--- config.mk ---
export PLATFORM = sky130hd
export DESIGN_NAME = rdrt_dp_flat
export DESIGN_NICKNAME = d
export VERILOG_FILES = /design/src/hw/rtl/refcount_deferred_reclaim_table_core_defines.svh /design/src/hw/rtl/rdrt_pkg.sv /design/src/hw/rtl/rdrt_if.sv /design/src/hw/rtl/rdrt_dp.sv /design/src/flat_wrapper.sv
export SDC_FILE = /design/constraint.sdc
export NUM_CORES = 2
export LEC_CHECK = 0
export ABC_CLOCK_PERIOD_IN_PS = 23100
export BUFFER_PORTS_ARGS = -buffer_cell sky130_fd_sc_hd__clkbuf_2
export CELL_PAD_IN_SITES_DETAIL_PLACEMENT = 2
export CELL_PAD_IN_SITES_GLOBAL_PLACEMENT = 2
export CORE_ASPECT_RATIO = 0.8
export CORE_MARGIN = 8
export CORE_UTILIZATION = 45
export DETAILED_ROUTE_END_ITERATION = 10
export PLACE_DENSITY = 0.79
export SETUP_SLACK_MARGIN = 0.5
export SYNTH_ARGS = -nofsm -noshare
export SYNTH_HDL_FRONTEND = slang
export SYNTH_SLANG_ARGS = --single-unit
--- constraint.sdc ---
create_clock -name clock -period 23.1 [get_ports clock]
set_input_delay 3.465 -clock clock [delete_from_list [all_inputs] [get_ports clock]]
set_output_delay 3.465 -clock clock [all_outputs]
set_load 0.05 [all_outputs]
--- src/hw/rtl/refcount_deferred_reclaim_table_core_defines.svh ---
// Assertion macros for the handle table core.
// Used by the top level; expects clock and reset in scope.
`ifndef REFCOUNT_DEFERRED_RECLAIM_TABLE_CORE_DEFINES_SVH
`define REFCOUNT_DEFERRED_RECLAIM_TABLE_CORE_DEFINES_SVH

// same-cycle implication
`define RDRT_ASSERT_NOW(lbl, ante, cons, msg) \
   lbl: assert property (@(posedge clock) disable iff (reset) (ante) |-> (cons)) \
      else $error(msg);

// next-cycle implication
`define RDRT_ASSERT_NEXT(lbl, ante, cons, msg) \
   lbl: assert property (@(posedge clock) disable iff (reset) (ante) |=> (cons)) \
      else $error(msg);

`endif

--- src/hw/rtl/rdrt_pkg.sv ---
// Shared constants, codes and controller/datapath types of the handle table.
// No dependencies.
`default_nettype none
package rdrt_pkg;
   localparam int TABLE_DEPTH = 32;
   localparam int IDX_W       = $clog2(TABLE_DEPTH);
   localparam int CNT_W       = $clog2(TABLE_DEPTH + 1);
   localparam int REF_W       = 16;
   localparam int HANDLE_W    = 64;
   localparam int KIND_W      = 4;
   localparam int SLOT_IN_W   = 6;
   localparam int SLOT_OUT_W  = 5;
   localparam int FRAME_W     = 32;
   localparam int CMD_W       = 3;
   localparam int REPLY_W     = 3;
   localparam int KEEP_W      = 8;

   localparam logic [REF_W-1:0]  REF_MAX    = {REF_W{1'b1}};
   localparam logic [KEEP_W-1:0] KEEP_RESET = KEEP_W'(3);

   localparam logic [CMD_W-1:0] CMD_REGISTER = 3'd0;
   localparam logic [CMD_W-1:0] CMD_ADDREF   = 3'd1;
   localparam logic [CMD_W-1:0] CMD_RELEASE  = 3'd2;
   localparam logic [CMD_W-1:0] CMD_FRAME    = 3'd3;
   localparam logic [CMD_W-1:0] CMD_FLUSH    = 3'd4;
   localparam logic [CMD_W-1:0] CMD_QUERY    = 3'd5;

   localparam logic [REPLY_W-1:0] RPL_REGISTERED = 3'd0;
   localparam logic [REPLY_W-1:0] RPL_DESTROYED  = 3'd1;
   localparam logic [REPLY_W-1:0] RPL_DONE       = 3'd2;
   localparam logic [REPLY_W-1:0] RPL_REFS       = 3'd3;
   localparam logic [REPLY_W-1:0] RPL_FULL       = 3'd4;

   typedef enum logic [3:0] {
      OP_NONE,
      OP_TAKE,
      OP_INIT,
      OP_REG_RD,
      OP_REG_SEL,
      OP_REG_WR,
      OP_ACC_RD,
      OP_ACC_WR,
      OP_LIST_RD,
      OP_SLOT_RD,
      OP_F1_EV,
      OP_F2_INIT,
      OP_F2_FREE,
      OP_F2_KEEP,
      OP_FL_EV,
      OP_DONE_EM
   } dp_op_type;

   typedef struct packed {
      dp_op_type op;
   } dp_cmd_type;

   typedef struct packed {
      logic [CMD_W-1:0] cmd;
      logic             list_more;
      logic             dflag;
      logic             handle_nz;
      logic             out_free;
   } dp_status_type;
endpackage
`default_nettype wire

--- src/hw/rtl/rdrt_if.sv ---
// Request and response channel interfaces of the handle table.
// Depends on rdrt_pkg.
`default_nettype none


interface rdrt_rsp_if;
   logic                            valid;
   logic                            ready;
   logic [rdrt_pkg::REPLY_W-1:0]    reply;
   logic [rdrt_pkg::SLOT_OUT_W-1:0] slot_out;
   logic [rdrt_pkg::HANDLE_W-1:0]   handle_out;
   logic [rdrt_pkg::KIND_W-1:0]     kind_out;
   logic [rdrt_pkg::REF_W-1:0]      refs_out;
   logic [rdrt_pkg::CNT_W-1:0]      destroyed_total;
   logic [rdrt_pkg::CNT_W-1:0]      live_total;
   logic [rdrt_pkg::CNT_W-1:0]      waiting_total;
   logic                            last;
   modport source (output valid, reply, slot_out, handle_out, kind_out, refs_out,
                   destroyed_total, live_total, waiting_total, last, input ready);
   modport sink   (input valid, reply, slot_out, handle_out, kind_out, refs_out,
                   destroyed_total, live_total, waiting_total, last, output ready);
endinterface
`default_nettype wire

--- src/hw/rtl/rdrt_dp.sv ---
// Datapath of the handle table: entry memories, free stack, pending list,
// counters and the response register. Depends on rdrt_pkg and rdrt_if.
`default_nettype none
module rdrt_dp (
   input  wire logic                              clock,
   input  wire logic                              reset,
   input  wire rdrt_pkg::dp_cmd_type              command,
   output rdrt_pkg::dp_status_type                status,
   input  wire logic [rdrt_pkg::CMD_W-1:0]        req_cmd,
   input  wire logic [rdrt_pkg::HANDLE_W-1:0]     req_handle,
   input  wire logic [rdrt_pkg::KIND_W-1:0]       req_kind,
   input  wire logic [rdrt_pkg::SLOT_IN_W-1:0]    req_slot,
   input  wire logic [rdrt_pkg::FRAME_W-1:0]      req_frame,
   input  wire logic                              csr_write_enable,
   input  wire logic [rdrt_pkg::KEEP_W-1:0]       csr_write_data,
   rdrt_rsp_if.source                             rsp_chan
);
   localparam int D = rdrt_pkg::TABLE_DEPTH;
   localparam int IW = rdrt_pkg::IDX_W;
   localparam int CW = rdrt_pkg::CNT_W;
   localparam int RW = rdrt_pkg::REF_W;
   localparam int FW = rdrt_pkg::FRAME_W;

   // latched item
   logic [rdrt_pkg::CMD_W-1:0]     cmd_ff, cmd_in;
   logic [rdrt_pkg::HANDLE_W-1:0]  handle_ff, handle_in;
   logic [rdrt_pkg::KIND_W-1:0]    kind_ff, kind_in;
   logic [rdrt_pkg::SLOT_IN_W-1:0] slot_ff, slot_in;
   logic [FW-1:0]                  frame_ff, frame_in;
   logic [rdrt_pkg::KEEP_W-1:0]    keep_ff;

   // control state
   logic [CW-1:0] slots_used_ff, slots_used_in, free_top_ff, free_top_in;
   logic [CW-1:0] pend_len_ff, pend_len_in, live_ff, live_in;
   logic [CW-1:0] idx_ff, idx_in, wr_ff, wr_in, dcount_ff, dcount_in;
   logic [D-1:0]  free_bits_ff, free_bits_in, pend_bits_ff, pend_bits_in;
   logic [D-1:0]  stamped_ff, stamped_in, dflag_ff, dflag_in;
   logic [IW-1:0] cur_ff, cur_in;
   logic          reg_ok_ff, reg_ok_in, reg_reuse_ff, reg_reuse_in;

   // memories and their registered read data
   logic [rdrt_pkg::HANDLE_W-1:0] handle_mem [D];
   logic [rdrt_pkg::KIND_W-1:0]   kind_mem   [D];
   logic [RW-1:0]                 refs_mem   [D];
   logic [FW-1:0]                 stamp_mem  [D];
   logic [IW-1:0]                 fstack_mem [D];
   logic [IW-1:0]                 plist_mem  [D];
   logic [rdrt_pkg::HANDLE_W-1:0] handle_q_ff;
   logic [rdrt_pkg::KIND_W-1:0]   kind_q_ff;
   logic [RW-1:0]                 refs_q_ff;
   logic [FW-1:0]                 stamp_q_ff;
   logic [IW-1:0]                 fstack_q_ff, plist_q_ff;

   logic          ent_re, ent_we, refs_we, stamp_we, fs_re, fs_we, pl_re, pl_we;
   logic [IW-1:0] ent_raddr, refs_waddr, fs_waddr, pl_waddr, pl_wdata, fs_wdata;
   logic [RW-1:0] refs_wdata;

   // response register
   logic                              rsp_valid_ff, rsp_valid_in;
   logic [rdrt_pkg::REPLY_W-1:0]      o_reply_ff, o_reply_in;
   logic [rdrt_pkg::SLOT_OUT_W-1:0]   o_slot_ff, o_slot_in;
   logic [rdrt_pkg::HANDLE_W-1:0]     o_handle_ff, o_handle_in;
   logic [rdrt_pkg::KIND_W-1:0]       o_kind_ff, o_kind_in;
   logic [RW-1:0]                     o_refs_ff, o_refs_in;
   logic [CW-1:0]                     o_dest_ff, o_dest_in, o_live_ff, o_live_in;
   logic [CW-1:0]                     o_wait_ff, o_wait_in;
   logic                              o_last_ff, o_last_in;
   logic                              out_load;

   logic          reuse, fresh_ok, valid_id, acc_ok;
   logic [IW-1:0] sel_slot, slot_idx, idx_lo;
   logic [CW-1:0] wait_walk;
   logic [FW-1:0] stamp_eff;

   assign reuse     = (free_top_ff != '0);
   assign fresh_ok  = (slots_used_ff < CW'(D));
   assign sel_slot  = reuse ? fstack_q_ff : slots_used_ff[IW-1:0];
   assign slot_idx  = slot_ff[IW-1:0];
   assign idx_lo    = idx_ff[IW-1:0];
   assign valid_id  = (slot_ff < rdrt_pkg::SLOT_IN_W'(slots_used_ff));
   assign acc_ok    = valid_id && !free_bits_ff[slot_idx];
   assign wait_walk = (cmd_ff == rdrt_pkg::CMD_FLUSH) ? '0 : (pend_len_ff - dcount_ff);
   assign stamp_eff = stamped_ff[cur_ff] ? stamp_q_ff : frame_ff;

   always_comb begin
      cmd_in = cmd_ff;  handle_in = handle_ff;  kind_in = kind_ff;
      slot_in = slot_ff;  frame_in = frame_ff;
      slots_used_in = slots_used_ff;  free_top_in = free_top_ff;
      pend_len_in = pend_len_ff;  live_in = live_ff;
      idx_in = idx_ff;  wr_in = wr_ff;  dcount_in = dcount_ff;
      free_bits_in = free_bits_ff;  pend_bits_in = pend_bits_ff;
      stamped_in = stamped_ff;  dflag_in = dflag_ff;
      cur_in = cur_ff;  reg_ok_in = reg_ok_ff;  reg_reuse_in = reg_reuse_ff;
      ent_re = 1'b0;  ent_we = 1'b0;  refs_we = 1'b0;  stamp_we = 1'b0;
      fs_re = 1'b0;  fs_we = 1'b0;  pl_re = 1'b0;  pl_we = 1'b0;
      ent_raddr = plist_q_ff;  refs_waddr = cur_ff;  refs_wdata = RW'(1);
      fs_waddr = free_top_ff[IW-1:0];  fs_wdata = cur_ff;
      pl_waddr = wr_ff[IW-1:0];  pl_wdata = cur_ff;
      out_load = 1'b0;
      o_reply_in = rdrt_pkg::RPL_DONE;  o_slot_in = '0;  o_handle_in = '0;
      o_kind_in = '0;  o_refs_in = '0;  o_dest_in = '0;
      o_live_in = live_ff;  o_wait_in = pend_len_ff;  o_last_in = 1'b1;

      case (command.op)
         rdrt_pkg::OP_TAKE: begin
            cmd_in = req_cmd;  handle_in = req_handle;  kind_in = req_kind;
            slot_in = req_slot;  frame_in = req_frame;
         end
         rdrt_pkg::OP_INIT: begin
            idx_in = '0;  wr_in = '0;  dcount_in = '0;  dflag_in = '0;
         end
         rdrt_pkg::OP_REG_RD: fs_re = 1'b1;
         rdrt_pkg::OP_REG_SEL: begin
            ent_raddr    = sel_slot;
            ent_re       = 1'b1;
            cur_in       = sel_slot;
            reg_ok_in    = reuse || fresh_ok;
            reg_reuse_in = reuse;
         end
         rdrt_pkg::OP_REG_WR: begin
            out_load = 1'b1;
            if (reg_ok_ff) begin
               ent_we  = 1'b1;
               refs_we = 1'b1;
               stamped_in[cur_ff]   = 1'b0;
               free_bits_in[cur_ff] = 1'b0;
               if (reg_reuse_ff) begin
                  free_top_in = free_top_ff - CW'(1);
               end else begin
                  slots_used_in = slots_used_ff + CW'(1);
               end
               // a reused slot may have been revived before it was freed
               if (!reg_reuse_ff || refs_q_ff == '0) begin
                  live_in = live_ff + CW'(1);
               end
               o_reply_in = rdrt_pkg::RPL_REGISTERED;
               o_slot_in  = cur_ff;
            end else begin
               o_reply_in = rdrt_pkg::RPL_FULL;
            end
            o_live_in = live_in;
         end
         rdrt_pkg::OP_ACC_RD: begin
            ent_raddr = slot_idx;
            ent_re    = 1'b1;
         end
         rdrt_pkg::OP_ACC_WR: begin
            out_load   = 1'b1;
            refs_waddr = slot_idx;
            pl_waddr   = pend_len_ff[IW-1:0];
            pl_wdata   = slot_idx;
            case (cmd_ff)
               rdrt_pkg::CMD_ADDREF: begin
                  if (acc_ok && refs_q_ff != rdrt_pkg::REF_MAX) begin
                     refs_we    = 1'b1;
                     refs_wdata = refs_q_ff + RW'(1);
                     if (refs_q_ff == '0) live_in = live_ff + CW'(1);
                  end
               end
               rdrt_pkg::CMD_RELEASE: begin
                  if (acc_ok && refs_q_ff != '0) begin
                     refs_we    = 1'b1;
                     refs_wdata = refs_q_ff - RW'(1);
                     if (refs_q_ff == RW'(1)) begin
                        live_in = live_ff - CW'(1);
                        if (!pend_bits_ff[slot_idx] && pend_len_ff < CW'(D)) begin
                           pl_we                  = 1'b1;
                           pend_len_in            = pend_len_ff + CW'(1);
                           pend_bits_in[slot_idx] = 1'b1;
                        end
                     end
                  end
               end
               default: begin
                  o_reply_in = rdrt_pkg::RPL_REFS;
                  o_slot_in  = slot_idx;
                  o_refs_in  = valid_id ? refs_q_ff : '0;
               end
            endcase
            o_live_in = live_in;
            o_wait_in = pend_len_in;
         end
         rdrt_pkg::OP_LIST_RD: pl_re = 1'b1;
         rdrt_pkg::OP_SLOT_RD: begin
            ent_re = 1'b1;
            cur_in = plist_q_ff;
         end
         rdrt_pkg::OP_F1_EV: begin
            if (!stamped_ff[cur_ff]) begin
               stamp_we           = 1'b1;
               stamped_in[cur_ff] = 1'b1;
            end
            if ((FW + 1)'(frame_ff) >= (FW + 1)'(stamp_eff) + (FW + 1)'(keep_ff)) begin
               dflag_in[idx_lo] = 1'b1;
               dcount_in        = dcount_ff + CW'(1);
            end
            idx_in = idx_ff + CW'(1);
         end
         rdrt_pkg::OP_F2_INIT: begin
            idx_in = '0;
            wr_in  = '0;
         end
         rdrt_pkg::OP_F2_KEEP: begin
            pl_we  = 1'b1;
            wr_in  = wr_ff + CW'(1);
            idx_in = idx_ff + CW'(1);
         end
         rdrt_pkg::OP_F2_FREE, rdrt_pkg::OP_FL_EV: begin
            if (command.op == rdrt_pkg::OP_F2_FREE || handle_q_ff != '0) begin
               out_load    = 1'b1;
               o_reply_in  = rdrt_pkg::RPL_DESTROYED;
               o_slot_in   = cur_ff;
               o_handle_in = handle_q_ff;
               o_kind_in   = kind_q_ff;
               o_last_in   = 1'b0;
               o_wait_in   = wait_walk;
               if (command.op == rdrt_pkg::OP_FL_EV) dcount_in = dcount_ff + CW'(1);
            end
            stamped_in[cur_ff]   = 1'b0;
            pend_bits_in[cur_ff] = 1'b0;
            if (!free_bits_ff[cur_ff] && free_top_ff < CW'(D)) begin
               fs_we                = 1'b1;
               free_top_in          = free_top_ff + CW'(1);
               free_bits_in[cur_ff] = 1'b1;
            end
            idx_in = idx_ff + CW'(1);
         end
         rdrt_pkg::OP_DONE_EM: begin
            out_load = 1'b1;
            if (cmd_ff == rdrt_pkg::CMD_FRAME) begin
               pend_len_in = wr_ff;
            end else if (cmd_ff == rdrt_pkg::CMD_FLUSH) begin
               pend_len_in = '0;
            end
            o_dest_in = dcount_ff;
            o_wait_in = pend_len_in;
         end
         default: ;
      endcase

      rsp_valid_in = (rsp_valid_ff && !rsp_chan.ready) || out_load;
   end

   // memories
   always_ff @(posedge clock) begin
      if (ent_we) begin
         handle_mem[cur_ff] <= handle_ff;
         kind_mem[cur_ff]   <= kind_ff;
      end
      if (refs_we) refs_mem[refs_waddr] <= refs_wdata;
      if (stamp_we) stamp_mem[cur_ff] <= frame_ff;
      if (fs_we) fstack_mem[fs_waddr] <= fs_wdata;
      if (pl_we) plist_mem[pl_waddr] <= pl_wdata;
      if (ent_re) begin
         handle_q_ff <= handle_mem[ent_raddr];
         kind_q_ff   <= kind_mem[ent_raddr];
         refs_q_ff   <= refs_mem[ent_raddr];
         stamp_q_ff  <= stamp_mem[ent_raddr];
      end
      if (fs_re) fstack_q_ff <= fstack_mem[free_top_ff[IW-1:0] - IW'(1)];
      if (pl_re) plist_q_ff <= plist_mem[idx_lo];
   end

   // payload registers
   always_ff @(posedge clock) begin
      cmd_in_hold: begin
         cmd_ff <= cmd_in;  handle_ff <= handle_in;  kind_ff <= kind_in;
         slot_ff <= slot_in;  frame_ff <= frame_in;
         cur_ff <= cur_in;  reg_ok_ff <= reg_ok_in;  reg_reuse_ff <= reg_reuse_in;
         idx_ff <= idx_in;  wr_ff <= wr_in;  dcount_ff <= dcount_in;  dflag_ff <= dflag_in;
      end
      if (out_load) begin
         o_reply_ff <= o_reply_in;  o_slot_ff <= o_slot_in;  o_handle_ff <= o_handle_in;
         o_kind_ff <= o_kind_in;  o_refs_ff <= o_refs_in;  o_dest_ff <= o_dest_in;
         o_live_ff <= o_live_in;  o_wait_ff <= o_wait_in;  o_last_ff <= o_last_in;
      end
   end

   // control registers
   always_ff @(posedge clock) begin
      if (reset) begin
         keep_ff       <= rdrt_pkg::KEEP_RESET;
         slots_used_ff <= '0;
         free_top_ff   <= '0;
         pend_len_ff   <= '0;
         live_ff       <= '0;
         free_bits_ff  <= '0;
         pend_bits_ff  <= '0;
         stamped_ff    <= '0;
         rsp_valid_ff  <= 1'b0;
      end else begin
         if (csr_write_enable) keep_ff <= csr_write_data;
         slots_used_ff <= slots_used_in;
         free_top_ff   <= free_top_in;
         pend_len_ff   <= pend_len_in;
         live_ff       <= live_in;
         free_bits_ff  <= free_bits_in;
         pend_bits_ff  <= pend_bits_in;
         stamped_ff    <= stamped_in;
         rsp_valid_ff  <= rsp_valid_in;
      end
   end

   assign status.cmd       = cmd_ff;
   assign status.list_more = (idx_ff < pend_len_ff);
   assign status.dflag     = dflag_ff[idx_lo];
   assign status.handle_nz = (handle_q_ff != '0);
   assign status.out_free  = !rsp_valid_ff || rsp_chan.ready;

   assign rsp_chan.valid           = rsp_valid_ff;
   assign rsp_chan.reply           = o_reply_ff;
   assign rsp_chan.slot_out        = o_slot_ff;
   assign rsp_chan.handle_out      = o_handle_ff;
   assign rsp_chan.kind_out        = o_kind_ff;
   assign rsp_chan.refs_out        = o_refs_ff;
   assign rsp_chan.destroyed_total = o_dest_ff;
   assign rsp_chan.live_total      = o_live_ff;
   assign rsp_chan.waiting_total   = o_wait_ff;
   assign rsp_chan.last            = o_last_ff;
endmodule
`default_nettype wire

--- src/flat_wrapper.sv ---
// flat-port wrapper written by rule: the top's interface ports become plain ports
module rdrt_dp_flat 
  (clock, reset, command, status, req_cmd, req_handle, req_kind, req_slot, req_frame, csr_write_enable, csr_write_data, rsp_chan_valid, rsp_chan_reply, rsp_chan_slot_out, rsp_chan_handle_out, rsp_chan_kind_out, rsp_chan_refs_out, rsp_chan_destroyed_total, rsp_chan_live_total, rsp_chan_waiting_total, rsp_chan_last, rsp_chan_ready);
  rdrt_rsp_if rsp_chan_i ();
  input  wire logic clock;
  input  wire logic reset;
  input  wire rdrt_pkg::dp_cmd_type command;
  output rdrt_pkg::dp_status_type status;
  input  wire logic [rdrt_pkg::CMD_W-1:0] req_cmd;
  input  wire logic [rdrt_pkg::HANDLE_W-1:0] req_handle;
  input  wire logic [rdrt_pkg::KIND_W-1:0] req_kind;
  input  wire logic [rdrt_pkg::SLOT_IN_W-1:0] req_slot;
  input  wire logic [rdrt_pkg::FRAME_W-1:0] req_frame;
  input  wire logic csr_write_enable;
  input  wire logic [rdrt_pkg::KEEP_W-1:0] csr_write_data;
  output wire logic [$bits(rsp_chan_i.valid)-1:0] rsp_chan_valid;
  output wire logic [$bits(rsp_chan_i.reply)-1:0] rsp_chan_reply;
  output wire logic [$bits(rsp_chan_i.slot_out)-1:0] rsp_chan_slot_out;
  output wire logic [$bits(rsp_chan_i.handle_out)-1:0] rsp_chan_handle_out;
  output wire logic [$bits(rsp_chan_i.kind_out)-1:0] rsp_chan_kind_out;
  output wire logic [$bits(rsp_chan_i.refs_out)-1:0] rsp_chan_refs_out;
  output wire logic [$bits(rsp_chan_i.destroyed_total)-1:0] rsp_chan_destroyed_total;
  output wire logic [$bits(rsp_chan_i.live_total)-1:0] rsp_chan_live_total;
  output wire logic [$bits(rsp_chan_i.waiting_total)-1:0] rsp_chan_waiting_total;
  output wire logic [$bits(rsp_chan_i.last)-1:0] rsp_chan_last;
  input wire logic [$bits(rsp_chan_i.ready)-1:0] rsp_chan_ready;
  assign rsp_chan_valid = rsp_chan_i.valid;
  assign rsp_chan_reply = rsp_chan_i.reply;
  assign rsp_chan_slot_out = rsp_chan_i.slot_out;
  assign rsp_chan_handle_out = rsp_chan_i.handle_out;
  assign rsp_chan_kind_out = rsp_chan_i.kind_out;
  assign rsp_chan_refs_out = rsp_chan_i.refs_out;
  assign rsp_chan_destroyed_total = rsp_chan_i.destroyed_total;
  assign rsp_chan_live_total = rsp_chan_i.live_total;
  assign rsp_chan_waiting_total = rsp_chan_i.waiting_total;
  assign rsp_chan_last = rsp_chan_i.last;
  assign rsp_chan_i.ready = rsp_chan_ready;
  rdrt_dp u_core (.clock(clock), .reset(reset), .command(command), .status(status), .req_cmd(req_cmd), .req_handle(req_handle), .req_kind(req_kind), .req_slot(req_slot), .req_frame(req_frame), .csr_write_enable(csr_write_enable), .csr_write_data(csr_write_data), .rsp_chan(rsp_chan_i));
endmodule
==> reports/metrics.yaml <==
outcome: "complete, but fails checks"
violations: "capacitance limit, slew limit"
drtIter0Drc: 16780
wire_per_inst_um: 41.32
syn_area_per_cell_um2: 14.05
r2r-start: "u_core.cur_ff[0]$_DFFE_PP_"
ir_drop_mv: 0.08487
pin_count: 244
fin_setup_tns_ns: 0
num_vias: 128600
die_w_um: 729.6
start_util: 0.4523
syn_nets: 13250
cp.arrival_ns: 11.18
comb_power_share: 0.063
grt_pass1_vias: 137200
dieArea_um2: 428200
synth_area_leaders: "edfxtp_1 73%, nand2_1 6.2%, nand3_1 2.9%, mux2i_1 2.9%, mux4_2 1.6%"
hold_viol_final: 0
drc: 0
clock.fmax_mhz: 96.69
htree_levels: 5
final_common_cell: "edfxtp_1"
crit_type: "input pin to flip-flop"
syn_inst: 13050
cts_setup_buffers: 0
ctsRootBufferMaster: "clkbuf_16"
timing.final.crit_period_ns: 10.34
dp.cells: 18150
dr.pass1.iters: 5
wl_um: 786600
overflow: 0
crit_end: "u_core.handle_q_ff[61]$_DFFE_PP_"
relSlewSlack: -0.08899
syn-cell-area_um2: 183300
yosysTopAreaCell: "edfxtp_1"
synth_cell_type_count: 83
vias_per_cell: 6.755
post-route-period-util: 0.4477
p_int_mw: 13.57
postRouteAntennaNets: 0
layoutNonFillerInstCount: 19040
hold_ws_ns: 0.4710
clock-sinks: 4564
grt_max_degree: 168
netlist.area_leader.share: 0.7264
finalMaxSlewViolations: 33
async_flop_share: 0
gp_congestion: 0.8541
r2r_end: "u_core.dcount_ff[0]$_SDFFCE_PN0P_"
clock_skew_ns: 0.06455
synth_edf_count: 4435
ys_seq_area_frac: 0.7405
clkPwrFrac: 0.429
ys_warn_count: 0
switching_power_mw: 4.478
clkTransAtPathRegs_ns: 0.07
postCtsHoldBufs: 0
synthToLayoutAreaGrowth_pct: 12.38
worstPathRequired_ns: 23.94
drive_above_1_share: 0.1129
seqPwrFrac: 0.508
critical_path.max_fanout: 160
chipHeight_um: 586.9
critPathLaunch: "command[3]"
setup-violations-final: 0
cts_buffers: 455
io_buffers: 243
grt_usage: 0.3548
core_area_um2: 405300
ys_ff_latch: 4564
cts_tree: "done"
reg2reg_depth: 26
final_cell_mix: "4435 x edfxtp_1, 3043 x nand2_1, 1071 x nand3_1, 522 x mux2i_1, 461 x clkbuf_16"
switching_share: 0.2481
rsz0062_at_grt: "false"
hpwl_um: 424900
clk_path_buf_depth: 4
clock_latency_ns: 1.07
worst_pin_slew_ns: 1.633
cp-start-kind: "input pin"
reg2reg_slack_ns: 13.22
final_nets: 13430
power_density_nw_per_um2: 87.60
antenna_found_initial: 49
yosys_most_used_dff: "edfxtp_1"
hold_path_class: "flip-flop to flip-flop"
postCtsResizedCells: 0
p_leak_nw: 70.13
maxCapViolCount: 2
grt_pass1_wl_um: 1085000
endpoint_kind: "flip-flop"
rows: 209
[registers in the layout, summed over array words and instances (netlist names), 8 cells and up, named ones only]
| register | count |
|---|---|
| u_core.kind_mem | 128 |
| u_core.refs_mem | 512 |
| u_core.stamp_q_ff | 32 |
| u_core.fstack_mem | 160 |
| u_core.handle_ff | 64 |
| u_core.handle_q_ff | 64 |
| u_core.frame_ff | 32 |
| u_core.refs_q_ff | 16 |
| u_core.pend_bits_ff | 32 |
| u_core.plist_mem | 160 |
| u_core.rsp_chan.handle_out | 64 |
| u_core.dflag_ff | 32 |
| u_core.rsp_chan.refs_out | 16 |
| u_core.keep_ff | 8 |
| u_core.stamp_mem | 1024 |
| u_core.handle_mem | 2048 |
[power by group through the flow]
stage / combinational, mW / sequential [mW] / clock, mW
global placement: 1.02 / 9.33 / 0
finish: 1.15 / 9.17 / 7.73
global route: 1.18 / 9.17 / 8.00
CTS: 1.12 / 9.17 / 7.77
detailed placement: 1.09 / 9.34 / 0
floorplan: 0.617 / 9.33 / 0
[synthesized netlist by cell type (8+ instances only)]
master,instances
nor2_1,261
nor3b_1,14
nand2b_1,19
o21ai_1,8
mux2_2,23
inv_1,87
or3_1,42
a22oi_1,35
a31oi_1,148
and2_1,80
a41oi_1,29
a21oi_1,340
xor2_1,26
edfxtp_1,4435
nor3_1,127
o22a_1,8
mux2i_1,524
o22ai_1,121
buf_1,110
ha_1,76
a221oi_1,41
clkbuf_1,531
buf_2,192
nor2b_1,21
o211ai_1,59
nor4_1,22
o221ai_1,163
o31ai_1,41
xnor2_1,57
buf_4,15
nand4_1,52
a311oi_1,217
and3_1,318
a32oi_1,35
o21ai_0,169
mux4_2,128
nand3_1,1072
a211oi_1,44
a22o_1,10
a31o_2,32
a21o_1,19
nand3b_1,10
nand2_1,3049
dfxtp_1,129
[worst max-delay path, cell delays in order]
cell	delay (ns)
clkbuf_2	0.30
or3b_1	0.80
a311oi_2	0.56
a21o_4	0.87
buf_4	0.85
buf_12	0.70
buf_4	0.82
buf_4	0.99
nand2_1	0.15
and3_1	0.24
a311oi_1	0.43
a311oi_1	0.19
a211oi_1	0.45
[kinds of logic after synthesis]
family | Yosys count | share of synthesized area
DFF | 4564 | 0.7405
muxes | 675 | 0.04574
buffers and inverters | 938 | 0.02094
and+or+nand+nor | 5128 | 0.1224
AOI/OAI and AO/OA | 1583 | 0.06099
adders and majority gates | 79 | 0.005514
xor gates and xnor gates | 83 | 0.003965
[worst min-delay path by stage]
stage                                            end                                 start  depth (start not counted)
after CTS                 u_core.reg_ok_ff$_DFFE_PP_  u_core.slots_used_ff[5]$_SDFFE_PP0P_                          1
final                     u_core.reg_ok_ff$_DFFE_PP_  u_core.slots_used_ff[5]$_SDFFE_PP0P_                          1
after floorplan           u_core.reg_ok_ff$_DFFE_PP_  u_core.slots_used_ff[5]$_SDFFE_PP0P_                          1
after global routing      u_core.reg_ok_ff$_DFFE_PP_  u_core.slots_used_ff[5]$_SDFFE_PP0P_                          1
after detailed placement  u_core.reg_ok_ff$_DFFE_PP_  u_core.slots_used_ff[5]$_SDFFE_PP0P_                          1
after global placement    u_core.reg_ok_ff$_DFFE_PP_  u_core.slots_used_ff[5]$_SDFFE_PP0P_                          1
[stage by stage]
| stage | power, mW | utilization | area (µm²) | setup WS [ns] |
|---|---|---|---|---|
| 2_1_floorplan | 9.952 | - | 183300 | 11.08 |
| 3_3_place_gp | 10.35 | 0.4718 | 191200 | 12.76 |
| 3_5_place_dp | 10.43 | 0.4718 | 191200 | 12.07 |
| 4_1_cts | 18.06 | 0.5080 | 205900 | 13.06 |
| 5_1_grt | 18.35 | 0.5081 | 205900 | 12.60 |
| 6_report | 18.05 | 0.5083 | 206000 | 12.76 |
[cell type report]
cell class | count | area, µm²
Clock inverter | 284 | 2670
Tap cell | 5380 | 6731
Fill cell | 37240 | 199300
Multi-Input combinational cell | 7548 | 44450
Timing Repair Buffer | 569 | 3969
Sequential cell | 4564 | 135800
Inverter | 87 | 354.1
Clock buffer | 563 | 12000
Antenna cell | 43 | 107.6
[layer usage]
metal / GRT usage / share of wire / vias to the layer above
met3: 0.07509 / 0.095 / 2400
met1: 0.4415 / 0.37 / 68130
li1: - / - / 49680
met2: 0.5846 / 0.48 / 8366
met5: 0 / 0.00016 / -
met4: 0.1848 / 0.061 / 20
Power figures use the tool's default switching activity.
