$ cat src/hw/rtl/refcount_deferred_reclaim_table_core_defines.svh
// Assertion macros for the handle table core.
// Used by the top level; expects clock and reset in scope.
`ifndef REFCOUNT_DEFERRED_RECLAIM_TABLE_CORE_DEFINES_SVH
`define REFCOUNT_DEFERRED_RECLAIM_TABLE_CORE_DEFINES_SVH

// same-cycle implication
`define RDRT_ASSERT_NOW(lbl, ante, cons, msg) \
   lbl: assert property (@(posedge clock) disable iff (reset) (ante) |-> (cons)) \
      else $error(msg);

// next-cycle implication
`define RDRT_ASSERT_NEXT(lbl, ante, cons, msg) \
   lbl: assert property (@(posedge clock) disable iff (reset) (ante) |=> (cons)) \
      else $error(msg);

`endif

$ cat src/hw/rtl/rdrt_pkg.sv
// Shared constants, codes and controller/datapath types of the handle table.
// No dependencies.
`default_nettype none
package rdrt_pkg;
   localparam int TABLE_DEPTH = 32;
   localparam int IDX_W       = $clog2(TABLE_DEPTH);
   localparam int CNT_W       = $clog2(TABLE_DEPTH + 1);
   localparam int REF_W       = 16;
   localparam int HANDLE_W    = 64;
   localparam int KIND_W      = 4;
   localparam int SLOT_IN_W   = 6;
   localparam int SLOT_OUT_W  = 5;
   localparam int FRAME_W     = 32;
   localparam int CMD_W       = 3;
   localparam int REPLY_W     = 3;
   localparam int KEEP_W      = 8;

   localparam logic [REF_W-1:0]  REF_MAX    = {REF_W{1'b1}};
   localparam logic [KEEP_W-1:0] KEEP_RESET = KEEP_W'(3);

   localparam logic [CMD_W-1:0] CMD_REGISTER = 3'd0;
   localparam logic [CMD_W-1:0] CMD_ADDREF   = 3'd1;
   localparam logic [CMD_W-1:0] CMD_RELEASE  = 3'd2;
   localparam logic [CMD_W-1:0] CMD_FRAME    = 3'd3;
   localparam logic [CMD_W-1:0] CMD_FLUSH    = 3'd4;
   localparam logic [CMD_W-1:0] CMD_QUERY    = 3'd5;

   localparam logic [REPLY_W-1:0] RPL_REGISTERED = 3'd0;
   localparam logic [REPLY_W-1:0] RPL_DESTROYED  = 3'd1;
   localparam logic [REPLY_W-1:0] RPL_DONE       = 3'd2;
   localparam logic [REPLY_W-1:0] RPL_REFS       = 3'd3;
   localparam logic [REPLY_W-1:0] RPL_FULL       = 3'd4;

   typedef enum logic [3:0] {
      OP_NONE,
      OP_TAKE,
      OP_INIT,
      OP_REG_RD,
      OP_REG_SEL,
      OP_REG_WR,
      OP_ACC_RD,
      OP_ACC_WR,
      OP_LIST_RD,
      OP_SLOT_RD,
      OP_F1_EV,
      OP_F2_INIT,
      OP_F2_FREE,
      OP_F2_KEEP,
      OP_FL_EV,
      OP_DONE_EM
   } dp_op_type;

   typedef struct packed {
      dp_op_type op;
   } dp_cmd_type;

   typedef struct packed {
      logic [CMD_W-1:0] cmd;
      logic             list_more;
      logic             dflag;
      logic             handle_nz;
      logic             out_free;
   } dp_status_type;
endpackage
`default_nettype wire

$ cat src/hw/rtl/rdrt_ctrl.sv
// Sequencing state machine of the handle table.
// Depends on rdrt_pkg; drives rdrt_dp through dp_cmd_type.
`default_nettype none
module rdrt_ctrl (
   input  wire logic                    clock,
   input  wire logic                    reset,
   input  wire logic                    req_valid,
   output logic                         req_ready,
   input  wire rdrt_pkg::dp_status_type status,
   output rdrt_pkg::dp_cmd_type         command
);
   typedef enum logic [16:0] {
      S_IDLE    = 17'h00001,
      S_DISP    = 17'h00002,
      S_REG_RD  = 17'h00004,
      S_REG_SEL = 17'h00008,
      S_REG_WR  = 17'h00010,
      S_ACC_RD  = 17'h00020,
      S_ACC_WR  = 17'h00040,
      S_F1_RD   = 17'h00080,
      S_F1_SL   = 17'h00100,
      S_F1_EV   = 17'h00200,
      S_F2_RD   = 17'h00400,
      S_F2_SL   = 17'h00800,
      S_F2_EV   = 17'h01000,
      S_FL_RD   = 17'h02000,
      S_FL_SL   = 17'h04000,
      S_FL_EV   = 17'h08000,
      S_DONE    = 17'h10000
   } state_type;

   state_type state_ff, state_in;

   always_comb begin
      state_in   = state_ff;
      command.op = rdrt_pkg::OP_NONE;
      req_ready  = 1'b0;
      case (state_ff)
         S_IDLE: begin
            req_ready = 1'b1;
            if (req_valid) begin
               command.op = rdrt_pkg::OP_TAKE;
               state_in   = S_DISP;
            end
         end
         S_DISP: begin
            command.op = rdrt_pkg::OP_INIT;
            case (status.cmd) inside
               rdrt_pkg::CMD_REGISTER: state_in = S_REG_RD;
               rdrt_pkg::CMD_ADDREF, rdrt_pkg::CMD_RELEASE, rdrt_pkg::CMD_QUERY:
                  state_in = S_ACC_RD;
               rdrt_pkg::CMD_FRAME: state_in = S_F1_RD;
               rdrt_pkg::CMD_FLUSH: state_in = S_FL_RD;
               default: state_in = S_DONE;
            endcase
         end
         S_REG_RD: begin
            command.op = rdrt_pkg::OP_REG_RD;
            state_in   = S_REG_SEL;
         end
         S_REG_SEL: begin
            command.op = rdrt_pkg::OP_REG_SEL;
            state_in   = S_REG_WR;
         end
         S_REG_WR: begin
            if (status.out_free) begin
               command.op = rdrt_pkg::OP_REG_WR;
               state_in   = S_IDLE;
            end
         end
         S_ACC_RD: begin
            command.op = rdrt_pkg::OP_ACC_RD;
            state_in   = S_ACC_WR;
         end
         S_ACC_WR: begin
            if (status.out_free) begin
               command.op = rdrt_pkg::OP_ACC_WR;
               state_in   = S_IDLE;
            end
         end
         S_F1_RD: begin
            if (status.list_more) begin
               command.op = rdrt_pkg::OP_LIST_RD;
               state_in   = S_F1_SL;
            end else begin
               command.op = rdrt_pkg::OP_F2_INIT;
               state_in   = S_F2_RD;
            end
         end
         S_F1_SL: begin
            command.op = rdrt_pkg::OP_SLOT_RD;
            state_in   = S_F1_EV;
         end
         S_F1_EV: begin
            command.op = rdrt_pkg::OP_F1_EV;
            state_in   = S_F1_RD;
         end
         S_F2_RD: begin
            if (status.list_more) begin
               command.op = rdrt_pkg::OP_LIST_RD;
               state_in   = S_F2_SL;
            end else begin
               state_in = S_DONE;
            end
         end
         S_F2_SL: begin
            command.op = rdrt_pkg::OP_SLOT_RD;
            state_in   = S_F2_EV;
         end
         S_F2_EV: begin
            if (!status.dflag) begin
               command.op = rdrt_pkg::OP_F2_KEEP;
               state_in   = S_F2_RD;
            end else if (status.out_free) begin
               command.op = rdrt_pkg::OP_F2_FREE;
               state_in   = S_F2_RD;
            end
         end
         S_FL_RD: begin
            if (status.list_more) begin
               command.op = rdrt_pkg::OP_LIST_RD;
               state_in   = S_FL_SL;
            end else begin
               state_in = S_DONE;
            end
         end
         S_FL_SL: begin
            command.op = rdrt_pkg::OP_SLOT_RD;
            state_in   = S_FL_EV;
         end
         S_FL_EV: begin
            if (!status.handle_nz || status.out_free) begin
               command.op = rdrt_pkg::OP_FL_EV;
               state_in   = S_FL_RD;
            end
         end
         S_DONE: begin
            if (status.out_free) begin
               command.op = rdrt_pkg::OP_DONE_EM;
               state_in   = S_IDLE;
            end
         end
         default: state_in = S_IDLE;
      endcase
   end

   always_ff @(posedge clock) begin
      if (reset) begin
         state_ff <= S_IDLE;
      end else begin
         state_ff <= state_in;
      end
   end
endmodule
`default_nettype wire

$ cat config.mk
export PLATFORM = sky130hd
export DESIGN_NAME = rdrt_ctrl
export DESIGN_NICKNAME = d
export VERILOG_FILES = /design/src/hw/rtl/refcount_deferred_reclaim_table_core_defines.svh /design/src/hw/rtl/rdrt_pkg.sv /design/src/hw/rtl/rdrt_ctrl.sv
export SDC_FILE = /design/constraint.sdc
export NUM_CORES = 1
export LEC_CHECK = 0
export ABC_AREA = 0
export BUFFER_PORTS_ARGS = -buffer_cell sky130_fd_sc_hd__buf_4
export CAP_MARGIN = 5
export CELL_PAD_IN_SITES_DETAIL_PLACEMENT = 0
export CELL_PAD_IN_SITES_GLOBAL_PLACEMENT = 1
export CORE_MARGIN = 2
export CORE_UTILIZATION = 25
export DETAILED_ROUTE_END_ITERATION = 6
export PLACE_DENSITY = 0.61
export SLEW_MARGIN = 20
export SYNTH_ARGS = -nofsm -noshare
export SYNTH_HDL_FRONTEND = slang
export SYNTH_SLANG_ARGS = --single-unit
$ cat constraint.sdc
create_clock -name clock -period 2.77 [get_ports clock]
set_clock_uncertainty 0.1 [all_clocks]
set_input_delay 0.277 -clock clock [delete_from_list [all_inputs] [get_ports clock]]
set_output_delay 0.277 -clock clock [all_outputs]
set_load 0.02 [all_outputs]
==> results of run 1 <==
per-layer routing:
metal	track usage, %	part of all wire [%]	wire (um)	vias up
met5	0	0	0	-
met4	9.36	4.5	176	0
met3	3.84	7.0	275	19
met2	23.2	46	1830	71
met1	19.1	42	1650	644
li1	-	-	-	649
worst paths after layout:
check,to,cells past startpoint
max,command[3],7
min,state_ff[2],2
max reg2reg,state_ff[0],7
min reg2reg,state_ff[11],1
power by group through the flow:
| stage | clock network (mW) | logic (mW) | registers, mW |
|---|---|---|---|
| after floorplan | 0 | 0.153 | 0.264 |
| after global placement | 0 | 0.234 | 0.274 |
| after detailed placement | 0 | 0.232 | 0.274 |
| after CTS | 0.201 | 0.237 | 0.268 |
| after global routing | 0.214 | 0.271 | 0.273 |
| final | 0.197 | 0.252 | 0.271 |
final cells by class:
type,instances,area (um2),area share (%)
clock buffer,3,41.3,2.66
clock inverter,1,5.00,0.323
inverter,5,18.8,1.21
multi-input combinational,129,880,56.7
sequential,17,342,22.0
tap,67,83.8,5.41
timing repair buffer,24,180,11.6
cells by family after synthesis:
group / share of synthesized area [%]
and+or+nand+nor: 50.2
AOI/OAI and AO/OA: 12.9
DFF: 26.8
buffers and inverters: 5.91
xor gates and xnor gates: 3.45
muxes: 0.787
through the flow:
stage                     setup WS [ns]  hold slack [ns]  cell area (um2)  utilization [%]
after floorplan                   0.509            0.253             1270                -
after global placement            0.236            0.374             1450             30.1
after detailed placement          0.279            0.384             1450             30.1
after CTS                        0.0314            0.107             1510             31.4
after global routing            -0.0823            0.112             1550             32.2
final                             0.112            0.107             1550             32.2
worst max-delay path, cell delays in order (launching register included):
cell                      delay [ns]
sky130_fd_sc_hd__dfxtp_1        0.40
sky130_fd_sc_hd__nor4_4         0.38
sky130_fd_sc_hd__buf_4          0.18
sky130_fd_sc_hd__nand4_1        0.09
sky130_fd_sc_hd__or3b_2         0.54
sky130_fd_sc_hd__and3_4         0.19
sky130_fd_sc_hd__nand3_1        0.09
sky130_fd_sc_hd__buf_4          0.14
synth_stat cells (2+ instances only):
library cell / number
sky130_fd_sc_hd__nor2_1: 20
sky130_fd_sc_hd__dfxtp_1: 17
sky130_fd_sc_hd__nand2_1: 13
sky130_fd_sc_hd__a21oi_1: 9
sky130_fd_sc_hd__nand4_1: 9
sky130_fd_sc_hd__nor4_1: 7
sky130_fd_sc_hd__inv_1: 5
sky130_fd_sc_hd__nand3_1: 5
sky130_fd_sc_hd__nor3_1: 5
sky130_fd_sc_hd__a31oi_1: 4
sky130_fd_sc_hd__nor3b_1: 4
sky130_fd_sc_hd__nand2b_1: 3
sky130_fd_sc_hd__nand3b_1: 3
sky130_fd_sc_hd__nor4_4: 3
sky130_fd_sc_hd__o21ai_0: 3
sky130_fd_sc_hd__o22ai_1: 3
sky130_fd_sc_hd__or4_1: 3
sky130_fd_sc_hd__xnor2_1: 3
sky130_fd_sc_hd__and3_1: 2
sky130_fd_sc_hd__buf_2: 2
sky130_fd_sc_hd__buf_6: 2
sky130_fd_sc_hd__clkbuf_1: 2
sky130_fd_sc_hd__nand4_2: 2
sky130_fd_sc_hd__nor2b_1: 2
sky130_fd_sc_hd__nor4b_1: 2
sky130_fd_sc_hd__nor4bb_1: 2
sky130_fd_sc_hd__xor2_1: 2
what timing repair did:
| action | 4_1_cts | 5_1_grt |
|---|---|---|
| gates resized for setup | 0 | 5 |
| pin swaps | 2 | 3 |
| endpoints found under the setup margin | 1 | 4 |
| setup buffers | 2 | 2 |
==> out/summary.log, run 1 <==
[power_and_ir_drop] Internal Power 463 uW
[placement] global placement routability congestion 0.862
[worst_setup_path] startpoint of the lowest-slack register-to-register path state_ff[9]
[worst_setup_path] source of the critical timing path state_ff[9]
[worst_setup_path] critical path startpoint category flip-flop
[flow_run] MaxCap Viol Count 0
[global_routing] initial antenna violation count 0
[worst_setup_path] WP data required 2.39 ns
[clocking] clock latency on the worst-skew pair 0.26 ns
[worst_setup_path] kind of end point of the critical path primary output
[synthesis] number of instances in the synthesized netlist 160
[power_and_ir_drop] switching power 257 uW
[layout] most frequent cells in the layout sky130_fd_sc_hd__buf_4, sky130_fd_sc_hd__nor2_1, sky130_fd_sc_hd__dfxtp_1
[synthesis] Seq/Total Area, Yosys 26.8%
[global_routing] leftover overflow at the end of global routing 0
[layout] layout cell share with drive strength beyond 1 25.7%
[floorplanning] starting density of the core 26.4%
[worst_setup_path] crit-path max FO 8
[clocking] hold-fix buffers at CTS 0
[clocking] CTS tree built
[placement] HPWL Detailed 2940 um
[sta] Final min period 2.66 ns
[clocking] clock transition at the registers of the reported paths 0.07 ns
[synthesis] Post-Syn Nets 170
[synthesis] commonest register cell after synthesis sky130_fd_sc_hd__dfxtp_1
[synthesis] Cell variety after synth 50
[sta] Worst Max-Slew Pin Slew 0.610 ns
[detailed_routing] First DRT Iteration DRCs 158
[detailed_routing] Vias/cell 5.62
[layout] total of fill cells in the finished design 533
[sta] headroom to the max-slew limit 58.8%
[synthesis] fraction of synthesized cell area taken by the top area cell type 26.8%
[layout] count of nets after finishing 190
[global_routing] pin count of the biggest net entering global routing 11
[sta] ratio of final minimum period to clock period 96.0%
[clocking] clock root buffer master sky130_fd_sc_hd__clkbuf_8
[floorplanning] I/O pin total 15
[detailed_routing] number of iterations in the first detailed-routing pass 4
[placement] # placed instances 238
[synthesis] post-synth top area cell sky130_fd_sc_hd__dfxtp_1
[synthesis] synthesized area per cell 7.95 um2
[synthesis] register bit count reported by yosys 17
[sta] max-slew violations 0
[synthesis] count of yosys warnings during synthesis 0
[run_status] outcome completed
[detailed_routing] Final Routed Wirelength 3930 um
[detailed_routing] total number of vias 1,383
[placement] count of buffers inserted at the top-level ports 14
[worst_setup_path] worst setup path class reg2out
[layout] register with the most flip-flops state_ff
[layout] biggest regs state_ff: 17 flops
[sta] final number of hold-violating endpoints 0
[min_path] Hold WC Path Type in2reg
[floorplanning] horizontal die dimension 75.3 um
[power_and_ir_drop] worst supply voltage drop on vdd 0.182 mV
[synthesis] combined area of all synthesized cells 1270 um2
[clocking] H-tree lvl count 1
[synthesis] asr flop ratio synth 0%
[power_and_ir_drop] overall power 720 uW
[clocking] worst-case clock buffer depth 2
[worst_setup_path] worst path arrival time 2.28 ns
[floorplanning] core region area 4820 um2
[detailed_routing] count of antenna-violating nets left after detailed routing 0
[layout] filler-free cell count of the finished design 246
[detailed_routing] WL per Instance 16.0 um
[sta] Fin Setup TNS 0 ns
[sta] total of endpoints with negative setup slack in the final report 0
[synthesis] main area contributors after synthesis sky130_fd_sc_hd__dfxtp_1, sky130_fd_sc_hd__nor2_1, sky130_fd_sc_hd__nor4_4, sky130_fd_sc_hd__nand4_1, sky130_fd_sc_hd__nand2_1
[floorplanning] area of the die 5670 um2
[power_and_ir_drop] logic gate share of total power 35.0%
[power_and_ir_drop] net switching fraction of the power 35.7%
[floorplanning] number of placement rows 25
[layout] count of antenna diodes in the layout 0
[global_routing] vias in the first global route 1,298
[worst_setup_path] minimum setup slack among reg-to-reg paths 0.60 ns
[clocking] sink count of the clock tree 17
[power_and_ir_drop] Power Dens Cells 464 nW/um2
[global_routing] first-pass GRT wire length 6420 um
[sta] Max Clock Freq 376 MHz
[layout] Syn-to-layout area delta 21.9%
[sta] RSZ-0062 raised after global routing true
[detailed_routing] Remaining DRCs 0
[floorplanning] vertical die dimension 75.3 um
[min_path] HP Start status[6]
[layout] number of flip-flops under the largest register name 17
[clocking] number of buffers created by CTS 3
[global_routing] gr usage total 15.2%
[power_and_ir_drop] Seq pwr share 37.6%
[power_and_ir_drop] clock share of power 27.4%
[layout] commonest non-fill, non-tap cell in the layout sky130_fd_sc_hd__buf_4
[synthesis] number of synthesized flops with an enable pin 0
[power_and_ir_drop] leakage 0.576 nW
Power figures use the tool's default switching activity.
==> inputs of run 2 (changes only) <==
--- a/config.mk
+++ b/config.mk
@@ -6,13 +6,14 @@
 export NUM_CORES = 1
 export LEC_CHECK = 0
 export ABC_AREA = 0
-export BUFFER_PORTS_ARGS = -buffer_cell sky130_fd_sc_hd__buf_4
+export BUFFER_PORTS_ARGS = -buffer_cell sky130_fd_sc_hd__buf_2
 export CAP_MARGIN = 5
 export CELL_PAD_IN_SITES_DETAIL_PLACEMENT = 0
 export CELL_PAD_IN_SITES_GLOBAL_PLACEMENT = 1
 export CORE_MARGIN = 2
 export CORE_UTILIZATION = 25
 export DETAILED_ROUTE_END_ITERATION = 6
+export HOLD_SLACK_MARGIN = 0.12
 export PLACE_DENSITY = 0.61
 export SLEW_MARGIN = 20
 export SYNTH_ARGS = -nofsm -noshare
==> out/summary.log, run 2 (synthesis results as in run 1) <==
[clocking] H-tree lvl count 1 [unchanged]
[power_and_ir_drop] Power Dens Cells 461 nW/um2 [was 464 nW/um2]
[layout] total of fill cells in the finished design 534 [was 533]
[min_path] Worst Hold End state_ff[2] [unchanged]
[detailed_routing] Remaining DRCs 0 [unchanged]
[global_routing] gr usage total 14.5% [was 15.2%]
[detailed_routing] count of antenna-violating nets left after detailed routing 0 [unchanged]
[worst_setup_path] worst setup path class reg2out [unchanged]
[sta] RSZ-0062 raised after global routing false [was true]
[global_routing] leftover overflow at the end of global routing 0 [unchanged]
[placement] HPWL Detailed 2950 um [was 2940 um]
[global_routing] first-pass GRT wire length 6170 um [was 6420 um]
[floorplanning] horizontal die dimension 75.3 um [unchanged]
[global_routing] pin count of the biggest net entering global routing 11 [unchanged]
[clocking] CTS tree built [unchanged]
[floorplanning] area of the die 5670 um2 [unchanged]
[clocking] clock transition at the registers of the reported paths 0.07 ns [about the same]
[floorplanning] number of placement rows 25 [unchanged]
[placement] Post-Place Worst Slack 0.311 ns [was 0.279 ns]
[power_and_ir_drop] Seq pwr share 38.9% [was 37.6%]
[clocking] hold-fix buffers at CTS 0 [unchanged]
[detailed_routing] total number of vias 1,315 [was 1,383]
[clocking] worst-case clock buffer depth 2 [unchanged]
[power_and_ir_drop] switching power 242 uW [was 257 uW]
[worst_setup_path] critical path startpoint category flip-flop [unchanged]
[power_and_ir_drop] Internal Power 454 uW [was 463 uW]
[layout] fraction of the core area covered by cells at the end of the flow 31.4% [was 32.2%]
[worst_setup_path] minimum setup slack among reg-to-reg paths 0.60 ns [about the same]
[layout] layout cell share with drive strength beyond 1 25.1% [was 25.7%]
[sta] final number of hold-violating endpoints 0 [unchanged]
[detailed_routing] WL per Instance 15.3 um [was 16.0 um]
[placement] Placement Cell Area 1420 um2 [was 1450 um2]
[power_and_ir_drop] clock share of power 27.0% [was 27.4%]
[layout] number of flip-flops under the largest register name 17 [unchanged]
[global_routing] vias in the first global route 1,278 [was 1,298]
[min_path] WHS Path Cells 2 [unchanged]
[sta] Max Clock Freq 371 MHz [was 376 MHz]
[layout] register with the most flip-flops state_ff [unchanged]
[floorplanning] core region area 4820 um2 [unchanged]
[sta] headroom to the max-slew limit 57.6% [was 58.8%]
[clocking] sink count of the clock tree 17 [unchanged]
[placement] count of buffers inserted at the top-level ports 14 [unchanged]
[worst_setup_path] Worst R2R End state_ff[9] [was state_ff[0]]
[power_and_ir_drop] net switching fraction of the power 34.7% [was 35.7%]
[sta] worst-case hold slack 0.145 ns [was 0.107 ns]
[detailed_routing] number of iterations in the first detailed-routing pass 4 [unchanged]
[global_routing] initial antenna violation count 0 [unchanged]
[layout] most frequent cells in the layout sky130_fd_sc_hd__nor2_1, sky130_fd_sc_hd__dfxtp_1, sky130_fd_sc_hd__buf_2 [was sky130_fd_sc_hd__buf_4, sky130_fd_sc_hd__nor2_1, sky130_fd_sc_hd__dfxtp_1]
[layout] commonest non-fill, non-tap cell in the layout sky130_fd_sc_hd__nor2_1 [was sky130_fd_sc_hd__buf_4]
[floorplanning] vertical die dimension 75.3 um [unchanged]
[power_and_ir_drop] logic gate share of total power 34.1% [was 35.0%]
[placement] # placed instances 239 [was 238]
[floorplanning] starting density of the core 26.4% [unchanged]
[clocking] number of buffers created by CTS 3 [unchanged]
[sta] Final min period 2.70 ns [was 2.66 ns]
[min_path] Hold WC Path Type in2reg [unchanged]
[sta] Fin Setup TNS 0 ns [unchanged]
[layout] biggest regs state_ff: 17 flops [unchanged]
[layout] count of nets after finishing 190 [unchanged]
[clocking] clock latency on the worst-skew pair 0.25 ns [was 0.26 ns]
[floorplanning] I/O pin total 15 [unchanged]
[sta] ratio of final minimum period to clock period 97.3% [was 96.0%]
[sta] Worst Max-Slew Pin Slew 0.629 ns [was 0.610 ns]
[layout] Syn-to-layout area delta 18.8% [was 21.9%]
[sta] crit path setup slack, layout 0.0743 ns [was 0.112 ns]
[layout] count of antenna diodes in the layout 0 [unchanged]
[worst_setup_path] startpoint of the lowest-slack register-to-register path state_ff[5] [was state_ff[9]]
[worst_setup_path] crit-path max FO 7 [was 8]
[power_and_ir_drop] leakage 0.561 nW [was 0.576 nW]
[worst_setup_path] source of the critical timing path state_ff[13] [was state_ff[9]]
[power_and_ir_drop] worst supply voltage drop on vdd 0.148 mV [was 0.182 mV]
[layout] post-route cell area 1510 um2 [was 1550 um2]
[detailed_routing] First DRT Iteration DRCs 111 [was 158]
[worst_setup_path] worst path arrival time 2.32 ns [was 2.28 ns]
[worst_setup_path] kind of end point of the critical path primary output [unchanged]
[min_path] HP Start status[6] [unchanged]
[worst_setup_path] WP data required 2.39 ns [about the same]
[detailed_routing] Final Routed Wirelength 3770 um [was 3930 um]
[layout] filler-free cell count of the finished design 246 [unchanged]
[worst_setup_path] cell depth of the worst flop-to-flop path 7 [unchanged]
[detailed_routing] Vias/cell 5.35 [was 5.62]
[flow_run] MaxCap Viol Count 0 [unchanged]
[run_status] outcome completed [unchanged]
[power_and_ir_drop] overall power 696 uW [was 720 uW]
[sta] total of endpoints with negative setup slack in the final report 0 [unchanged]
[clocking] clock root buffer master sky130_fd_sc_hd__clkbuf_8 [unchanged]
[placement] global placement routability congestion 0.908 [was 0.862]
[sta] max-slew violations 0 [unchanged]
-- run 2: worst max-delay path by stage --
stage,slack (ns),cells after the start,endpoint
after global routing,0.01,7,command[3]
after global placement,0.31,6,command[3]
after floorplan,0.51,6,command[3]
after detailed placement,0.31,6,command[3]
after CTS,0.02,6,command[3]
final,0.07,7,command[3]
-- run 2: timing repair --
item / 4_1_cts / 5_1_grt
resized for setup: 0 / 4
endpoints found under the setup margin: 0 / 3
setup buffers: 0 / 3
-- run 2: worst max-delay path, cell delays in order (launching register included) --
cell and delay (ns):
sky130_fd_sc_hd__dfxtp_1 0.40, sky130_fd_sc_hd__nor4_4 0.40, sky130_fd_sc_hd__buf_4 0.18, sky130_fd_sc_hd__nand4_2 0.10, sky130_fd_sc_hd__or4_4 0.53, sky130_fd_sc_hd__and3_4 0.20, sky130_fd_sc_hd__nand3_1 0.08, sky130_fd_sc_hd__buf_2 0.17
-- run 2: power by group through the flow --
stage	sequential [mW]	combinational [mW]	clock (mW)
after floorplan	0.264	0.153	0
after global placement	0.274	0.218	0
after detailed placement	0.274	0.213	0
after CTS	0.268	0.214	0.193
after global routing	0.272	0.259	0.205
final	0.271	0.237	0.188
-- run 2: per-layer routing --
metal,part of all wire (%),track usage [%]
met3,5.6,3.57
met2,45,23.1
met4,3.6,7.60
met5,0,0
met1,45,18.0
-- run 2: layout make-up --
class	instances	area (um2)	share of cell area [%]
multi-input cells	129	877	58.1
flip-flops and latches	17	340	22.5
repair buffers	24	145	9.61
well taps	67	83.8	5.55
clock buffers	4	45.0	2.98
inverters	5	18.8	1.24
==> inputs of run 3 (changes only) <==
--- a/config.mk
+++ b/config.mk
@@ -14,6 +14,7 @@
 export CORE_UTILIZATION = 25
 export DETAILED_ROUTE_END_ITERATION = 6
 export HOLD_SLACK_MARGIN = 0.12
+export MAX_ROUTING_LAYER = met4
 export PLACE_DENSITY = 0.61
 export SLEW_MARGIN = 20
 export SYNTH_ARGS = -nofsm -noshare
==> out/summary.log, run 3 (synthesis results as in run 1) <==
[run_status] outcome completed [unchanged]
[worst_setup_path] Critical Path Slowest Stage Cell sky130_fd_sc_hd__or4_4 [unchanged]
[detailed_routing] WL per Instance 15.3 um [about the same]
[layout] post-route cell area 1510 um2 [unchanged]
[sta] Max Clock Freq 372 MHz [was 371 MHz]
[clocking] clock latency on the worst-skew pair 0.25 ns [about the same]
[sta] ratio of final minimum period to clock period 97.1% [was 97.3%]
[sta] headroom to the max-slew limit 56.4% [was 57.6%]
[worst_setup_path] worst path arrival time 2.31 ns [was 2.32 ns]
[worst_setup_path] critical path startpoint category flip-flop [unchanged]
[clocking] H-tree lvl count 1 [unchanged]
[floorplanning] vertical die dimension 75.3 um [unchanged]
[floorplanning] number of placement rows 25 [unchanged]
[clocking] clock root buffer master sky130_fd_sc_hd__clkbuf_8 [unchanged]
[sta] worst-case hold slack 0.146 ns [was 0.145 ns]
[worst_setup_path] max incr delay on CP 0.53 ns [about the same]
[global_routing] first-pass GRT wire length 6140 um [was 6170 um]
[clocking] CTS tree built [unchanged]
[clocking] number of buffers created by CTS 3 [unchanged]
[detailed_routing] count of antenna-violating nets left after detailed routing 0 [unchanged]
[placement] global placement routability congestion 0.924 [was 0.908]
[layout] register with the most flip-flops state_ff [unchanged]
[layout] filler-free cell count of the finished design 246 [unchanged]
[power_and_ir_drop] overall power 696 uW [about the same]
[min_path] Hold WC Path Type in2reg [unchanged]
[floorplanning] horizontal die dimension 75.3 um [unchanged]
[flow_run] MaxCap Viol Count 0 [unchanged]
[power_and_ir_drop] Power Dens Cells 461 nW/um2 [about the same]
[global_routing] pin count of the biggest net entering global routing 11 [unchanged]
[worst_setup_path] Buf+Inv Stages, Crit Path 2 [unchanged]
[power_and_ir_drop] worst supply voltage drop on vdd 0.148 mV [about the same]
[layout] Syn-to-layout area delta 18.8% [unchanged]
[worst_setup_path] chain of cells forming the critical path nor4_4 -> buf_4 -> nand4_2 -> or4_4 -> and3_4 -> nand3_1 -> buf_2 [unchanged]
[placement] Placement Cell Area 1420 um2 [unchanged]
[placement] # placed instances 239 [unchanged]
[detailed_routing] Final Routed Wirelength 3760 um [was 3770 um]
[clocking] worst-case clock buffer depth 2 [unchanged]
[floorplanning] starting density of the core 26.4% [unchanged]
[layout] layout cell share with drive strength beyond 1 25.1% [unchanged]
[detailed_routing] Vias/cell 5.37 [was 5.35]
[sta] final number of hold-violating endpoints 0 [unchanged]
[sta] total of endpoints with negative setup slack in the final report 0 [unchanged]
[floorplanning] core region area 4820 um2 [unchanged]
[detailed_routing] Remaining DRCs 0 [unchanged]
[sta] Final min period 2.69 ns [was 2.70 ns]
[sta] max-slew violations 0 [unchanged]
[layout] count of antenna diodes in the layout 0 [unchanged]
[layout] count of nets after finishing 190 [unchanged]
[global_routing] initial antenna violation count 0 [unchanged]
[layout] number of flip-flops under the largest register name 17 [unchanged]
[floorplanning] I/O pin total 15 [unchanged]
[detailed_routing] number of iterations in the first detailed-routing pass 4 [unchanged]
[layout] total of fill cells in the finished design 534 [unchanged]
[layout] most frequent cells in the layout sky130_fd_sc_hd__nor2_1, sky130_fd_sc_hd__dfxtp_1, sky130_fd_sc_hd__buf_2 [unchanged]
[clocking] hold-fix buffers at CTS 0 [unchanged]
[placement] HPWL Detailed 2950 um [unchanged]
[detailed_routing] total number of vias 1,320 [was 1,315]
[worst_setup_path] worst setup path class reg2out [unchanged]
[layout] commonest non-fill, non-tap cell in the layout sky130_fd_sc_hd__nor2_1 [unchanged]
[worst_setup_path] WP data required 2.39 ns [about the same]
[global_routing] leftover overflow at the end of global routing 0 [unchanged]
[global_routing] vias in the first global route 1,282 [was 1,278]
[clocking] clock transition at the registers of the reported paths 0.07 ns [about the same]
[worst_setup_path] crit-path max FO 7 [unchanged]
[worst_setup_path] kind of end point of the critical path primary output [unchanged]
[layout] biggest regs state_ff: 17 flops [unchanged]
[power_and_ir_drop] leakage 0.561 nW [unchanged]
[sta] Fin Setup TNS 0 ns [unchanged]
[floorplanning] area of the die 5670 um2 [unchanged]
[worst_setup_path] cell family with the largest share of critical-path delay simple AND/OR/NAND/NOR gates [unchanged]
[placement] count of buffers inserted at the top-level ports 14 [unchanged]
[sta] RSZ-0062 raised after global routing false [unchanged]
[clocking] sink count of the clock tree 17 [unchanged]
[sta] Worst Max-Slew Pin Slew 0.648 ns [was 0.629 ns]
[global_routing] gr usage total 14.8% [was 14.5%]
[detailed_routing] First DRT Iteration DRCs 121 [was 111]
run 3: final cells by class:
| type | count | area (um2) | share of cell area (%) |
|---|---|---|---|
| Clock buffer | 4 | 45.0 | 2.98 |
| Multi-Input combinational cell | 129 | 877 | 58.1 |
| Timing Repair Buffer | 24 | 145 | 9.61 |
| Sequential cell | 17 | 340 | 22.5 |
| Inverter | 5 | 18.8 | 1.24 |
| Tap cell | 67 | 83.8 | 5.55 |
run 3: what timing repair did:
| action | 4_1_cts | 5_1_grt |
|---|---|---|
| setup buffers | 0 | 3 |
| setup endpoints to repair | 0 | 3 |
| resized for setup | 0 | 4 |
run 3: metal layers:
metal | up-vias | routed length [um] | GRT usage, %
met4 | 0 | 145 | 7.60
met2 | 42 | 1700 | 23.2
met3 | 15 | 208 | 3.57
li1 | 647 | - | -
met1 | 616 | 1710 | 17.7
met5 | - | 0 | -
run 3: where the power goes:
part,leakage (nW),internal [mW],switching [mW]
registers,0.137,0.252,0.0185
logic,0.401,0.0996,0.138
clock network,0.0228,0.102,0.0860
total,0.561,0.454,0.242
run 3: stage by stage:
| stage | worst slack (ns) | util, % |
|---|---|---|
| after CTS | 0.0193 | 30.4 |
| after global placement | 0.314 | 29.5 |
| after global routing | 0.0133 | 31.4 |
| after detailed placement | 0.311 | 29.5 |
| after floorplan | 0.509 | - |
| final | 0.0809 | 31.4 |
run 3: path summary, 6_finish.rpt:
kind                                    from          end  slack (ns)  cells after the start
worst min register to register   state_ff[8]  state_ff[9]        0.47                      2
worst max register to register   state_ff[5]  state_ff[9]        0.60                      7
worst min-delay path               status[6]  state_ff[2]        0.15                      2
worst max-delay path            state_ff[13]   command[3]        0.08                      7
